**config.mk**
```make
export PLATFORM = sky130hd
export DESIGN_NAME = infix_to_postfix_converter
export DESIGN_NICKNAME = d
export VERILOG_FILES = /design/src/rtl/itp_pkg.sv /design/src/rtl/itp_cell.sv /design/src/rtl/itp_stack.sv /design/src/rtl/infix_to_postfix_converter.sv
export SDC_FILE = /design/constraint.sdc
export NUM_CORES = 1
export LEC_CHECK = 0
export ABC_AREA = 1
export BUFFER_PORTS_ARGS = -buffer_cell sky130_fd_sc_hd__buf_2
export CORE_ASPECT_RATIO = 1.75
export CORE_MARGIN = 1.5
export CORE_UTILIZATION = 42
export CTS_CLUSTER_DIAMETER = 60
export CTS_CLUSTER_SIZE = 40
export DETAILED_ROUTE_END_ITERATION = 16
export GPL_TIMING_DRIVEN = 0
export SLEW_MARGIN = 20
export SYNTH_ARGS = -nofsm -noshare
export SYNTH_HDL_FRONTEND = slang
export SYNTH_SLANG_ARGS = --single-unit
```
**constraint.sdc**
```tcl
create_clock -name clk -period 4.9 [get_ports clk]
set_input_delay 0.98 -clock clk [delete_from_list [all_inputs] [get_ports clk]]
set_output_delay 0.98 -clock clk [all_outputs]
set_load 0.05 [all_outputs]
```
**src/rtl/itp_pkg.sv**
```systemverilog
// ----------------------------------------------------------------------------
// itp_pkg: shared definitions for the infix to postfix converter
// Operator codes, character constants, precedence and stack control types.
// ----------------------------------------------------------------------------
package itp_pkg;

  localparam int DEFAULT_STACK_DEPTH = 32;

  typedef logic [2:0] op_code_t;
  typedef logic [1:0] prec_t;
  typedef logic [1:0] status_t;

  // Operator codes as held on the stack
  localparam op_code_t OP_NONE   = 3'd0;
  localparam op_code_t OP_POW    = 3'd1;
  localparam op_code_t OP_MUL    = 3'd2;
  localparam op_code_t OP_DIV    = 3'd3;
  localparam op_code_t OP_ADD    = 3'd4;
  localparam op_code_t OP_SUB    = 3'd5;
  localparam op_code_t OP_LPAREN = 3'd6;

  // Result status codes
  localparam status_t ST_OK        = 2'd0;
  localparam status_t ST_OVERFLOW  = 2'd1;
  localparam status_t ST_UNMATCHED = 2'd2;

  // ASCII characters of interest
  localparam logic [7:0] CH_POW    = 8'h5E;
  localparam logic [7:0] CH_MUL    = 8'h2A;
  localparam logic [7:0] CH_DIV    = 8'h2F;
  localparam logic [7:0] CH_ADD    = 8'h2B;
  localparam logic [7:0] CH_SUB    = 8'h2D;
  localparam logic [7:0] CH_LPAREN = 8'h28;
  localparam logic [7:0] CH_RPAREN = 8'h29;
  localparam logic [7:0] CH_SPACE  = 8'h20;

  // Push and pop command to the chain of stack cells
  typedef struct packed {
    logic     push;
    logic     pop;
    op_code_t code;
  } stack_ctl_t;

  function automatic op_code_t char_to_op(input logic [7:0] ch);
    op_code_t res;
    unique case (ch)
      CH_POW:  res = OP_POW;
      CH_MUL:  res = OP_MUL;
      CH_DIV:  res = OP_DIV;
      CH_ADD:  res = OP_ADD;
      CH_SUB:  res = OP_SUB;
      default: res = OP_NONE;
    endcase
    return res;
  endfunction

  function automatic prec_t op_prec(input op_code_t code);
    prec_t res;
    unique case (code) inside
      OP_POW:          res = 2'd3;
      OP_MUL, OP_DIV:  res = 2'd2;
      OP_ADD, OP_SUB:  res = 2'd1;
      default:         res = 2'd0;
    endcase
    return res;
  endfunction

  function automatic logic [7:0] op_char(input op_code_t code);
    logic [7:0] res;
    unique case (code)
      OP_POW:    res = CH_POW;
      OP_MUL:    res = CH_MUL;
      OP_DIV:    res = CH_DIV;
      OP_ADD:    res = CH_ADD;
      OP_SUB:    res = CH_SUB;
      OP_LPAREN: res = CH_LPAREN;
      default:   res = 8'h00;
    endcase
    return res;
  endfunction

endpackage

```
**src/rtl/itp_cell.sv**
```systemverilog
// ----------------------------------------------------------------------------
// itp_cell: one entry of the operator stack
// Loads from the neighbor above on push and from the neighbor below on pop.
// ----------------------------------------------------------------------------
module itp_cell (
  input  logic                clk,
  input  itp_pkg::stack_ctl_t ctl,
  input  itp_pkg::op_code_t   from_up,
  input  itp_pkg::op_code_t   from_down,
  output itp_pkg::op_code_t   q
);

  always_ff @(posedge clk) begin
    if (ctl.push) begin
      q <= from_up;
    end else if (ctl.pop) begin
      q <= from_down;
    end
  end

endmodule

```
**src/rtl/itp_stack.sv**
```systemverilog
// ----------------------------------------------------------------------------
// itp_stack: operator stack built as a chain of shifting cells
// Cell 0 is the top; push shifts every entry down, pop shifts every entry up.
// ----------------------------------------------------------------------------
module itp_stack #(
  parameter int STACK_DEPTH = itp_pkg::DEFAULT_STACK_DEPTH
) (
  input  logic                clk,
  input  itp_pkg::stack_ctl_t ctl,
  output itp_pkg::op_code_t   top_code
);

  itp_pkg::op_code_t q [STACK_DEPTH];

  for (genvar i = 0; i < STACK_DEPTH; i++) begin : g_cell
    itp_pkg::op_code_t from_up;
    itp_pkg::op_code_t from_down;

    if (i == 0) begin : g_top
      assign from_up = ctl.code;
    end else begin : g_mid_up
      assign from_up = q[i-1];
    end

    if (i == STACK_DEPTH - 1) begin : g_bottom
      assign from_down = q[i];
    end else begin : g_mid_down
      assign from_down = q[i+1];
    end

    itp_cell u_cell (
      .clk       (clk),
      .ctl       (ctl),
      .from_up   (from_up),
      .from_down (from_down),
      .q         (q[i])
    );
  end

  assign top_code = q[0];

endmodule

```
**src/rtl/infix_to_postfix_converter.sv**
```systemverilog
// ----------------------------------------------------------------------------
// infix_to_postfix_converter: shunting-yard infix to postfix conversion
// Flow: a character is taken only in idle; the sequencer then does its stack steps
//   (pop or push) one at a time, and each result waits in the hold register.
// A new character is not taken until every step of the last one is done; a
//   full output side stalls the steps. The stack sequencer sets the pace.
// Reset: clears sequencer state, stack level and result valid flags; stack
//   cells are not reset and are read only below the stack level.
// ----------------------------------------------------------------------------
module infix_to_postfix_converter #(
  parameter int STACK_DEPTH = itp_pkg::DEFAULT_STACK_DEPTH
) (
  input  logic       clk,
  input  logic       rst,
  // input channel
  input  logic       in_valid,
  output logic       in_stall,
  input  logic [7:0] in_char,
  input  logic       expr_end,
  // output channel
  output logic       out_valid,
  input  logic       out_stall,
  output logic [7:0] out_char,
  output logic       run_end,
  output logic [1:0] status
);

  localparam int LW = $clog2(STACK_DEPTH + 1);
  localparam logic [LW-1:0] LEVEL_FULL = LW'(STACK_DEPTH);

  // Sequencer states
  localparam logic [1:0] S_IDLE  = 2'd0;
  localparam logic [1:0] S_MAIN  = 2'd1;
  localparam logic [1:0] S_FLUSH = 2'd2;

  logic [1:0]    state;
  logic [1:0]    state_next;
  logic [LW-1:0] level;

  // Latched character under work
  logic [7:0] ch;
  logic       last;

  // Hold stage: the newest result waits here until we know whether it is
  // the final one for its character, which sets run_end.
  logic             hold_valid;
  logic [7:0]       hold_char;
  itp_pkg::status_t hold_status;

  itp_pkg::stack_ctl_t ctl;
  itp_pkg::op_code_t   top_code;
  itp_pkg::op_code_t   ch_code;

  logic             top_ok;
  logic             full;
  logic             emit;
  logic [7:0]       emit_char;
  itp_pkg::status_t emit_status;
  logic             want_push;
  logic             want_pop;
  itp_pkg::op_code_t push_code;
  logic             done;
  logic             busy;
  logic             advance;
  logic             can_emit;
  logic             in_fire;
  logic             hold_to_out;
  logic             hold_final;

  assign ch_code  = itp_pkg::char_to_op(ch);
  assign top_ok   = (level != '0);
  assign full     = (level == LEVEL_FULL);
  assign can_emit = !out_valid || !out_stall;
  assign busy     = (state == S_MAIN) || (state == S_FLUSH);

  // One stack step of the character under work
  always_comb begin
    emit        = 1'b0;
    emit_char   = 8'h00;
    emit_status = itp_pkg::ST_OK;
    want_push   = 1'b0;
    want_pop    = 1'b0;
    push_code   = ch_code;
    done        = 1'b0;
    unique case (state)
      S_MAIN: begin
        if (ch_code != itp_pkg::OP_NONE) begin
          // pop while the stacked operator binds at least as tightly
          if (top_ok && (itp_pkg::op_prec(top_code) >= itp_pkg::op_prec(ch_code))) begin
            emit      = 1'b1;
            emit_char = itp_pkg::op_char(top_code);
            want_pop  = 1'b1;
          end else if (!full) begin
            want_push = 1'b1;
            done      = 1'b1;
          end else begin
            emit        = 1'b1;
            emit_status = itp_pkg::ST_OVERFLOW;
            done        = 1'b1;
          end
        end else if (ch == itp_pkg::CH_LPAREN) begin
          push_code = itp_pkg::OP_LPAREN;
          done      = 1'b1;
          if (!full) begin
            want_push = 1'b1;
          end else begin
            emit        = 1'b1;
            emit_status = itp_pkg::ST_OVERFLOW;
          end
        end else if (ch == itp_pkg::CH_RPAREN) begin
          if (top_ok && (top_code != itp_pkg::OP_LPAREN)) begin
            emit      = 1'b1;
            emit_char = itp_pkg::op_char(top_code);
            want_pop  = 1'b1;
          end else if (top_ok) begin
            // drop the matching open parenthesis
            want_pop = 1'b1;
            done     = 1'b1;
          end else begin
            emit        = 1'b1;
            emit_status = itp_pkg::ST_UNMATCHED;
            done        = 1'b1;
          end
        end else if (ch == itp_pkg::CH_SPACE) begin
          done = 1'b1;
        end else begin
          emit      = 1'b1;
          emit_char = ch;
          done      = 1'b1;
        end
      end
      S_FLUSH: begin
        if (top_ok) begin
          // an unmatched open parenthesis leaves silently
          want_pop  = 1'b1;
          emit      = (top_code != itp_pkg::OP_LPAREN);
          emit_char = itp_pkg::op_char(top_code);
        end else begin
          done = 1'b1;
        end
      end
      default: begin
      end
    endcase
  end

  // Hold the step while a new result would overrun a full output side
  assign advance = busy && !(emit && hold_valid && !can_emit);

  assign ctl.push = advance && want_push;
  assign ctl.pop  = advance && want_pop;
  assign ctl.code = push_code;

  itp_stack #(
    .STACK_DEPTH (STACK_DEPTH)
  ) u_stack (
    .clk      (clk),
    .ctl      (ctl),
    .top_code (top_code)
  );

  // In idle the pending result of the previous character is final
  assign in_stall    = (state != S_IDLE) || (hold_valid && !can_emit);
  assign in_fire     = in_valid && !in_stall;
  assign hold_final  = (state == S_IDLE) && hold_valid && can_emit;
  assign hold_to_out = hold_final || (advance && emit && hold_valid);

  always_comb begin
    state_next = state;
    unique case (state)
      S_IDLE: begin
        if (in_fire) begin
          state_next = S_MAIN;
        end
      end
      S_MAIN: begin
        if (advance && done) begin
          state_next = last ? S_FLUSH : S_IDLE;
        end
      end
      S_FLUSH: begin
        if (advance && done) begin
          state_next = S_IDLE;
        end
      end
      default: begin
        state_next = S_IDLE;
      end
    endcase
  end

  always_ff @(posedge clk) begin
    if (rst) begin
      state      <= S_IDLE;
      level      <= '0;
      hold_valid <= 1'b0;
      out_valid  <= 1'b0;
    end else begin
      state <= state_next;

      if (ctl.push) begin
        level <= level + LW'(1);
      end else if (ctl.pop) begin
        level <= level - LW'(1);
      end

      if (advance && emit) begin
        hold_valid <= 1'b1;
      end else if (hold_final) begin
        hold_valid <= 1'b0;
      end

      if (hold_to_out) begin
        out_valid <= 1'b1;
      end else if (out_valid && !out_stall) begin
        out_valid <= 1'b0;
      end
    end
  end

  // Payload registers
  always_ff @(posedge clk) begin
    if (in_fire) begin
      ch   <= in_char;
      last <= expr_end;
    end
    if (advance && emit) begin
      hold_char   <= emit_char;
      hold_status <= emit_status;
    end
    if (hold_to_out) begin
      out_char <= hold_char;
      status   <= hold_status;
      run_end  <= hold_final;
    end
  end

  // --------------------------------------------------------------------------
  // Assertions
  // --------------------------------------------------------------------------
  a_level_bound : assert property (@(posedge clk) disable iff (rst)
    level <= LEVEL_FULL)
    else $error("stack level beyond depth");

  a_push_not_full : assert property (@(posedge clk) disable iff (rst)
    ctl.push |-> !full)
    else $error("push into a full stack");

  a_accept_idle : assert property (@(posedge clk) disable iff (rst)
    in_fire |-> (state == S_IDLE))
    else $error("character taken while busy");

  a_error_zero : assert property (@(posedge clk) disable iff (rst)
    (out_valid && (status != itp_pkg::ST_OK)) |-> (out_char == 8'h00))
    else $error("error result carries a character");

endmodule

```
* Yosys cells after proc, flatten, opt, wreduce, memory -nomap -nowiden
Index checks and enable logic that the tools add are counted.
** Operators by class
- Add/subtract/negate cells :: 2
- Multiply operators :: 0
- Divide/modulo/power cells :: 0
- Magnitude comparators :: 1
- Equality and inequality tests :: 26
- Shift-type cells :: 0
- Multiplexer cells :: 127
- Bitwise gates (word level) :: 0
- Reductions and logical operators :: 36
** Operator list (number)
- $mux W3 :: 65
- $eq A8 B6 Y1 const B :: 7
- $pmux W7 S6 :: 1
- $mux W8 :: 5
- $mux W1 :: 31
- $mux W2 :: 13
- $pmux W2 S3 :: 3
- $pmux W8 S2 :: 1
- $eq A3 B3 Y1 const B :: 5
- $logic_and A1 B1 Y1 :: 15
- $pmux W3 S5 :: 1
- $mux W7 :: 2
- $eq A3 B2 Y1 const B :: 4
- $mux W6 :: 2
- $eq A8 B7 Y1 const B :: 1
- $reduce_bool A2 Y1 :: 4
- $reduce_or A2 Y1 :: 4
- $add A6 B1 Y6 const B :: 1
- $eq A3 B1 Y1 const B :: 2
- $eq A6 B6 Y1 const B :: 1
- $pmux W1 S2 :: 3
- $reduce_bool A6 Y1 :: 1
- $sub A6 B1 Y6 const B :: 1
- $logic_not A1 Y1 :: 5
- 10 further kinds :: 14
** Word-level totals
- Register bits :: 136
- Latch bits :: 0
- Bits in writable memories :: 0
- Bits in read-only memories :: 0
- Output and inout bits :: 13
- Memories kept :: 0

* Logic depth before layout (Yosys ltp)
Gate-level depths: netlist (run 1).
- Depth in word-level cells :: 20
- Depth in mapped cells :: 30

* Hierarchy
From an unflattened synthesis (run 1), not the netlist that was laid out.
** Unflattened totals
- Cell total of the unflattened synthesis :: 729
- Area total of the unflattened synthesis :: 6661.4 um^2
** By module, submodules not included
- itp_cell :: instances 32, cells each 14, area each 133.9 um^2, seq. area each 90.1 um^2
- infix_to_postfix_converter :: instances 1, cells each 281, area each 2377.3 um^2, seq. area each 1101.1 um^2

* Worst setup path after synthesis (run 1)
Ideal clock, no wire load.
- Path kind :: register -> register
- From :: reg ch[0]
- To :: reg level[5]
- Setup time :: 0.115 ns
- Arrival time :: 3.296 ns
- Data required time :: 4.785 ns
- Setup slack :: 1.489 ns
- Cell stages (with the launch flop) :: 28
- Path buffers :: 1
- Clock period less this slack :: 3.411 ns
- Cell sequence :: edfxtp_1 -> inv_1 -> nor2_1 -> nand2_1 -> nand2_1 -> nand2_1 -> nand2_1 -> ha_1 -> o21ai_0 -> nand2_1 -> a21oi_1 -> nand2_2 -> nand3_1 -> nand2_2 -> nand2_2 -> nand2_2 -> nor2_4 -> inv_2 -> buf_2 -> ha_1 -> a21oi_1 -> nand2_1 -> a21oi_1 -> inv_1 -> a21oi_1 -> nand4_1 -> a21oi_1 -> nor2_1
** On the way
- Word-level cells in the longest chain between the ends :: 18
- Elaborated cells on any way between the ends :: 45
- Those cells by class :: 1 x order compare; 13 x eq/ne; 20 x mux; 11 x reduce/logical
** Ends and longest elaborated chain
- start, declared :: RTL line infix_to_postfix_converter.sv:41 : logic [7:0] ch;
- start signal, assigned :: RTL line infix_to_postfix_converter.sv:224 : ch <= in_char;
- $eq A8 B6 Y1 / $eq A8 B7 Y1 (equally long branches) :: RTL line itp_pkg.sv:46 : unique case (ch)
- $pmux W3 S5 :: RTL line itp_pkg.sv:46
- $eq A3 B3 Y1 / $eq A3 B2 Y1 (equally long branches) :: RTL line infix_to_postfix_converter.sv:89 : if (top_ok && (itp_pkg::op_prec(top_code) >= itp_pkg::op_prec(ch_code))) begin
- $reduce_or A2 Y1 :: RTL line itp_pkg.sv:59 : unique case (code) inside
- $pmux W2 S3 :: RTL line itp_pkg.sv:59
- $mux W2 :: RTL line infix_to_postfix_converter.sv:87 : if (ch_code != itp_pkg::OP_NONE) begin
- $mux W2 :: RTL line infix_to_postfix_converter.sv:85 : unique case (state)
- $ge A2 B2 Y1 :: RTL line infix_to_postfix_converter.sv:89
- $logic_and A1 B1 Y1 :: RTL line infix_to_postfix_converter.sv:89
- $mux W1 :: RTL line infix_to_postfix_converter.sv:89
- $mux W1 :: RTL line infix_to_postfix_converter.sv:87
- $pmux W1 S2 :: RTL line infix_to_postfix_converter.sv:85
- $logic_and A1 B1 Y1 (2 in a row) :: RTL line infix_to_postfix_converter.sv:148 : assign advance = busy && !(emit && hold_valid && !can_emit);
- $logic_not A1 Y1 :: RTL line infix_to_postfix_converter.sv:148
- $logic_and A1 B1 Y1 :: RTL line infix_to_postfix_converter.sv:148
- $logic_and A1 B1 Y1, on equally long branches :: RTL line infix_to_postfix_converter.sv:150, infix_to_postfix_converter.sv:151
- $mux W6 / $reduce_bool A2 Y1 (equally long branches)
- end signal, assigned :: RTL line infix_to_postfix_converter.sv:202 : level <= level + LW'(1);
- end signal, assigned :: RTL line infix_to_postfix_converter.sv:204 : level <= level - LW'(1);
- end, declared :: RTL line infix_to_postfix_converter.sv:38 : logic [LW-1:0] level;
Several ways; a longest one is shown, not always the timed one. The select of a mux whose other input is x is not followed.
A chain may end at the register's enable or synchronous reset.

* Worst setup path after layout (run 1)
- From :: reg ch[1]
- To :: reg level[5]
Same word-level chain as after synthesis.

==> results.json, run 1 <==
{
  "maxCapViolations": 0,
  "num_rows": 59,
  "drive_gt1_share_pct": 12.19,
  "drtPass1Iterations": 5,
  "leakage_nw": 2.942,
  "start_util_pct": 42.53,
  "cts.htree.levels": 4,
  "clock.fmax_mhz": 240.0,
  "synthCells": 631,
  "min_period_over_period_pct": 85.05,
  "synth.yosys.seq_area_share_pct": 63.44,
  "synthDistinctLibCells": 33,
  "finalInstanceArea_sq_um": 7227,
  "core_area_sq_um": 14760,
  "cts.clk_slew.worst_paths_ns": 0.06,
  "portBuffers": 25,
  "routabilityCongestion": 0.8581,
  "arrival_ns": 4.47,
  "slew-limit-headroom_pct": 44.89,
  "min_period_ns": 4.167,
  "power_frac_clock_pct": 40.8,
  "power_per_cell_area_nw_per_um2": 415.3,
  "ant_nets": 0,
  "switching_power_w": 0.0008505,
  "p_int_w": 0.002151,
  "synthTopCellsByArea": "edfxtp_1, nand2_1, inv_1",
  "comb_power_share_pct": 13.5,
  "ir_drop_mv": 0.4018,
  "synthesis.area_sq_um": 6280,
  "drc_errors": 0,
  "cts_num_sinks": 136,
  "crit_path_start_kind": "flip-flop",
  "status": "completed",
  "finalMaxSlewViolations": 0,
  "max_stage_delay_ns": 0.48,
  "vias_per_cell": 5.157,
  "sequentialPowerShare_pct": 45.7,
  "yosysTopAreaCellShare_pct": 60.25,
  "ctsHoldBuffers": 0,
  "cts_resized": 0,
  "clock_path_buffers": 2,
  "worstPathMaxFanout": 13,
  "io_pins": 26,
  "tightest_slew_ns": 0.8235,
  "place_area_sq_um": 6661,
  "drtIter0Drc": 290,
  "synthToLayoutAreaGrowth_pct": 15.08,
  "ys_ff_latch": 136,
  "cp.required_ns": 5.20,
  "first_global_vias": 4474,
  "hold_violations": 0,
  "clk_latency_ns": 0.42,
  "sw_frac_of_total_pct": 28.34,
  "ys_warn_count": 0,
  "synth_fp_nets": 654,
  "rsz0062_at_grt": "no",
  "die_h_microns": 164.8,
  "overflow": 0,
  "grt_max_degree": 54,
  "num_vias": 4497,
  "synth.largest_area_cell": "edfxtp_1",
  "n_antenna_cell": 0,
  "cts_tree": "built",
  "die-width_microns": 95.44,
  "wirelength_microns": 13470,
  "critical_path.most_common_cell": "a21oi_1",
  "antenna_found_initial": 0,
  "dp_hpwl_microns": 9647,
  "endpoint_kind": "flip-flop",
  "hold_class": "reg -> reg",
  "nNetsFinal": 699,
  "tns_ns": 0,
  "syn-mean-instance-area_sq_um": 9.952,
  "grt_pass1_wl_microns": 22000,
  "path_class": "reg -> reg",
  "skew_ns": 0.009706,
  "track_usage_pct": 18.75,
  "cpMaxStageDelayCell": "edfxtp_1",
  "cts_root_buf": "clkbuf_16",
  "die_area_sq_um": 15720,
  "cts_made_buffers": 17,
  "cts_post_setup_buffers_inserted": 0,
  "finalSetupViolations": 0,
  "wl_per_cell_microns": 15.45
}
-- routing by layer --
layer	wire (microns)	up-vias	global-route usage (%)
met1	5366	2187	20.71
met2	7483	71	34.14
met5	0	-	0
met3	242	22	3.407
li1	-	2217	-
met4	381	0	8.422
-- critical path: cells and delay by family, from the launching register on --
family | cells | cell delay (ns)
AO/OA/AOI/OAI | 7 | 1.14
buffers and inverters | 5 | 0.64
flip-flops | 1 | 0.48
AND/OR/NAND/NOR | 12 | 1.18
adder cells (fa/ha/maj) | 2 | 0.63
-- synthesized netlist by cell type --
master and number:
nand2_1 174, edfxtp_1 126, inv_1 89, o21ai_1 55, o21ai_0 51, nor2_1 27
a21oi_1 23, nand3_1 14, dfxtp_1 10, ha_1 9, buf_4 7, buf_2 6
buf_6 4, nand2_2 4, nor3_1 4, clkbuf_1 3, nand4_1 3, o21ai_2 3
a22oi_1 2, a31oi_1 2, buf_1 2, xor2_1 2, a221oi_1 1, fa_1 1
inv_2 1, nand3_2 1, nor2_2 1, nor2_4 1, nor4_1 1, o211ai_1 1
o22ai_1 1, o32ai_1 1, xnor2_1 1
-- power groups by stage --
stage          Combinational, W  Sequential (W)  Clock (W)
3_5_place_dp           0.000409         0.00140          0
3_3_place_gp           0.000403         0.00140          0
5_1_grt                0.000452         0.00138    0.00130
6_report               0.000405         0.00137    0.00122
2_1_floorplan          0.000262         0.00142          0
4_1_cts                0.000411         0.00137    0.00125
-- sequential cells by signal, summed over array words and instances (netlist names), 2 cells and up --
register and cells:
ch 8, level 6, u_stack.g_cell.u_cell.q 96, out_char 8, hold_char 8, state 2
status 2, hold_status 2
-- stage by stage --
stage	hold slack, ns	setup slack, ns	total power, W	util, %	instances
2_1_floorplan	0.4003	1.490	0.001684	-	631
3_3_place_gp	0.4073	0.8869	0.001798	44.93	839
3_5_place_dp	0.4052	0.7807	0.001805	45.12	840
4_1_cts	0.4163	0.7644	0.003035	48.95	872
5_1_grt	0.4217	0.3147	0.003129	48.95	872
6_report	0.4153	0.7327	0.003002	48.95	872
-- layout make-up --
type                    instances  area, sq um
plain buffers                  22        146.4
clock buffers                  17        425.4
inverters                      90        337.8
clock inverters                15        140.1
fillers                      1363         7537
multi-input cells             383         1812
well taps                     183        229.0
flip-flops and latches        136         3984
repair buffers                 26        152.6
-- path summary, 6_finish.rpt --
kind,endpoint,startpoint,slack [ns],depth (start not counted)
setup / recovery,level[5],ch[1],0.73,26
hold / removal,out_char[1],hold_char[1],0.42,0
setup reg to reg,level[5],ch[1],0.73,26
hold reg to reg,out_char[1],hold_char[1],0.42,0
-- cells in the final DEF, fill, tap and decap left out, types with 3 or more instances in the layout --
master        n
inv_1        89
clkbuf_1      3
nand4_1       3
edfxtp_1    126
buf_6         4
nor3_1        4
a21oi_1      23
nand2_1     174
nor2_1       27
inv_6         7
ha_1          9
o21ai_2       3
buf_2        31
nand3_1      14
o21ai_0      51
clkinvlp_4    4
clkbuf_16    17
buf_4         7
o21ai_1      55
nand2_2       4
dfxtp_1      10
-- logic make-up after synthesis --
kind of cell	count (synthesis)	share of synthesized area (%)
flops	136	63.44
simple gates	230	14.68
xor+xnor	3	0.4185
fa+ha+maj	10	2.112
compound gates	140	11.64
buf+inv	112	7.711
Power figures use the tool's default switching activity.
==> inputs of run 2 (changes only) <==
PLACE_DENSITY_LB_ADDON = 0.12   (was default)
REMOVE_ABC_BUFFERS = 1   (was default)
SYNTH_HIERARCHICAL = 1   (was default)
==> run 2 against run 1 <==
  * Sequential power is essentially flat
  * Combinational power shrank 15%
  * Largest power group unchanged
  * Largest cell class unchanged
  * Fmax up 10%
==> results.json, run 2 <==
{
  "status": "completed",
  "num_vias": 4827,
  "timing.hold.ws_ns": 0.4231,
  "clk_latency_ns": 0.41,
  "largest_register_ffs": 96,
  "die_area_sq_um": 16650,
  "clock.fmax_mhz": 264.6,
  "mostFrequentLayoutCells": "nand2_1, edfxtp_1, inv_1",
  "synthCells": 729,
  "n_antenna_cell": 0,
  "critPathTopFamily": "simple AND/OR/NAND/NOR gates",
  "drtPass1Iterations": 4,
  "hold_violations": 0,
  "finalMaxSlewViolations": 0,
  "fill_cells": 1454,
  "synthTopCellsByArea": "edfxtp_1, nand2_1, dfxtp_1",
  "dp_hpwl_microns": 9978,
  "syn-mean-instance-area_sq_um": 9.138,
  "cts_made_buffers": 17,
  "ir_drop_mv": 0.2476,
  "utilization_pct": 48.84,
  "cts.clk_slew.worst_paths_ns": 0.06,
  "crit_chain": "nor2_1 -> inv_1 -> nor2_1 -> a21oi_1 -> ha_1 -> o21ai_0 -> nand2_1 -> nand2_2 -> and2_2 -> nand2_4 -> a21oi_1 -> nand2_2 -> ha_1 -> a21oi_1 -> nand2_1 -> a21oi_1 -> inv_1 -> a21oi_1 -> nand3_1 -> nand2_1 -> nor2_1 -> nor2_1 -> nor2_1",
  "ff2ff_setup_slack_ns": 1.12,
  "synthDistinctLibCells": 41,
  "synth_edf_count": 126,
  "crit_path_start_kind": "flip-flop",
  "power_frac_clock_pct": 39.5,
  "hold_class": "reg -> reg",
  "ys_async_sr_fraction_pct": 0,
  "dp_slack_ns": 1.103,
  "synth_ff_type": "edfxtp_1",
  "cts_post_setup_buffers_inserted": 0,
  "io_pins": 26,
  "comb_power_share_pct": 12.4,
  "register_area_sq_um": 3984,
  "switching_power_w": 0.0007343,
  "grt_pass1_wl_microns": 22680,
  "sw_frac_of_total_pct": 26.31,
  "grt_max_degree": 100,
  "die_h_microns": 169.6,
  "die-width_microns": 98.20,
  "endpoint_kind": "flip-flop",
  "timing.final.ws_setup_ns": 1.121,
  "leakage_nw": 3.287,
  "sequentialPowerShare_pct": 48.2,
  "antenna_found_initial": 0,
  "vias_per_cell": 4.976,
  "arrival_ns": 4.09,
  "hold_path.startpoint": "hold_char[2]",
  "synthesis.area_sq_um": 6661,
  "max_stage_delay_ns": 0.48,
  "power_per_cell_area_nw_per_um2": 369.6,
  "cp.required_ns": 5.21,
  "yosysTopAreaCellShare_pct": 56.80,
  "overflow": 0,
  "ant_nets": 0,
  "cts_root_buf": "clkbuf_16",
  "cts_num_sinks": 136,
  "min_period_over_period_pct": 77.12,
  "ys_warn_count": 6,
  "top_register": "u_stack/g_cell.u_cell/q",
  "p_int_w": 0.002057,
  "rsz0062_at_grt": "no",
  "mostFrequentLayoutCell": "nand2_1",
  "cts_resized": 0,
  "skew_ns": 0.008143,
  "finalSetupViolations": 0,
  "routabilityCongestion": 0.8851,
  "multiInputGateArea_sq_um": 2370,
  "num_rows": 60,
  "ctsHoldBuffers": 0,
  "synthMostInstantiatedCell": "nand2_1",
  "drtIter0Drc": 261,
  "cts.htree.levels": 4,
  "slew-limit-headroom_pct": 28.02,
  "cpMaxStageDelayCell": "edfxtp_1",
  "fin_cells": 970,
  "clock_path_buffers": 2,
  "min_period_ns": 3.779,
  "first_global_vias": 4975,
  "track_usage_pct": 17.16,
  "cts_tree": "built",
  "ys_ff_latch": 136,
  "core_area_sq_um": 15460,
  "synth.largest_area_cell": "edfxtp_1",
  "worst-path-buf-inv": 2,
  "drc_errors": 0,
  "nNetsFinal": 797,
  "power.total_w": 0.002791,
  "portBuffers": 25,
  "path_class": "reg -> reg",
  "maxCapViolations": 0,
  "synth.yosys.seq_area_share_pct": 59.80,
  "tightest_slew_ns": 1.079,
  "synthToLayoutAreaGrowth_pct": 13.37,
  "dpl.cell_count": 939,
  "r2r_start": "u_stack/g_cell[0].u_cell/q[2]",
  "drive_gt1_share_pct": 14.80,
  "wirelength_microns": 13530,
  "cp-startpoint": "u_stack/g_cell[0].u_cell/q[2]",
  "wl_per_cell_microns": 13.94,
  "start_util_pct": 43.07,
  "synth_commonest_cells": "nand2_1, edfxtp_1, inv_1",
  "worstPathMaxFanout": 7
}
[run 2: metal layers]
layer  track usage [%]  share of wire, %
met5                 0                 0
met4             6.430               1.7
met3             3.954               3.5
met2             31.63                54
met1             19.02                41
[run 2: stage by stage]
step | instance area, sq um | setup TNS [ns]
4_1_cts | 7552 | 0
2_1_floorplan | 6646 | -18.83
3_5_place_dp | 7041 | 0
6_report | 7552 | 0
5_1_grt | 7552 | 0
3_3_place_gp | 7004 | -251.78
[run 2: power groups by stage]
stage / sequential (W) / clock, W / combinational (W)
2_1_floorplan: 0.00137 / 0 / 0.000261
3_3_place_gp: 0.00137 / 0 / 0.000342
3_5_place_dp: 0.00137 / 0 / 0.000346
4_1_cts: 0.00134 / 0.00114 / 0.000348
5_1_grt: 0.00135 / 0.00118 / 0.000387
6_report: 0.00134 / 0.00110 / 0.000345
[run 2: path summary, 6_finish.rpt]
| check | endpoint | cells after the start |
|---|---|---|
| worst max-delay path | level[5] | 23 |
| worst min-delay path | out_char[2] | 0 |
| worst max register to register | level[5] | 23 |
| worst min register to register | out_char[2] | 0 |
[run 2: final cells by class]
| type | count | share of cell area (%) |
|---|---|---|
| Sequential cell | 136 | 52.75 |
| Multi-Input combinational cell | 512 | 31.38 |
| Clock buffer | 18 | 5.683 |
| Inverter | 79 | 3.993 |
| Tap cell | 186 | 3.082 |
| Timing Repair Buffer | 26 | 2.021 |
| Clock inverter | 13 | 1.093 |
[run 2: cells by family after synthesis]
group           after synthesis  synth area share [%]
compound gates               53                 4.395
xor+xnor                      3                0.3945
fa+ha+maj                    12                 2.367
buf+inv                      81                 4.677
flops                       136                 59.80
simple gates                444                 28.36
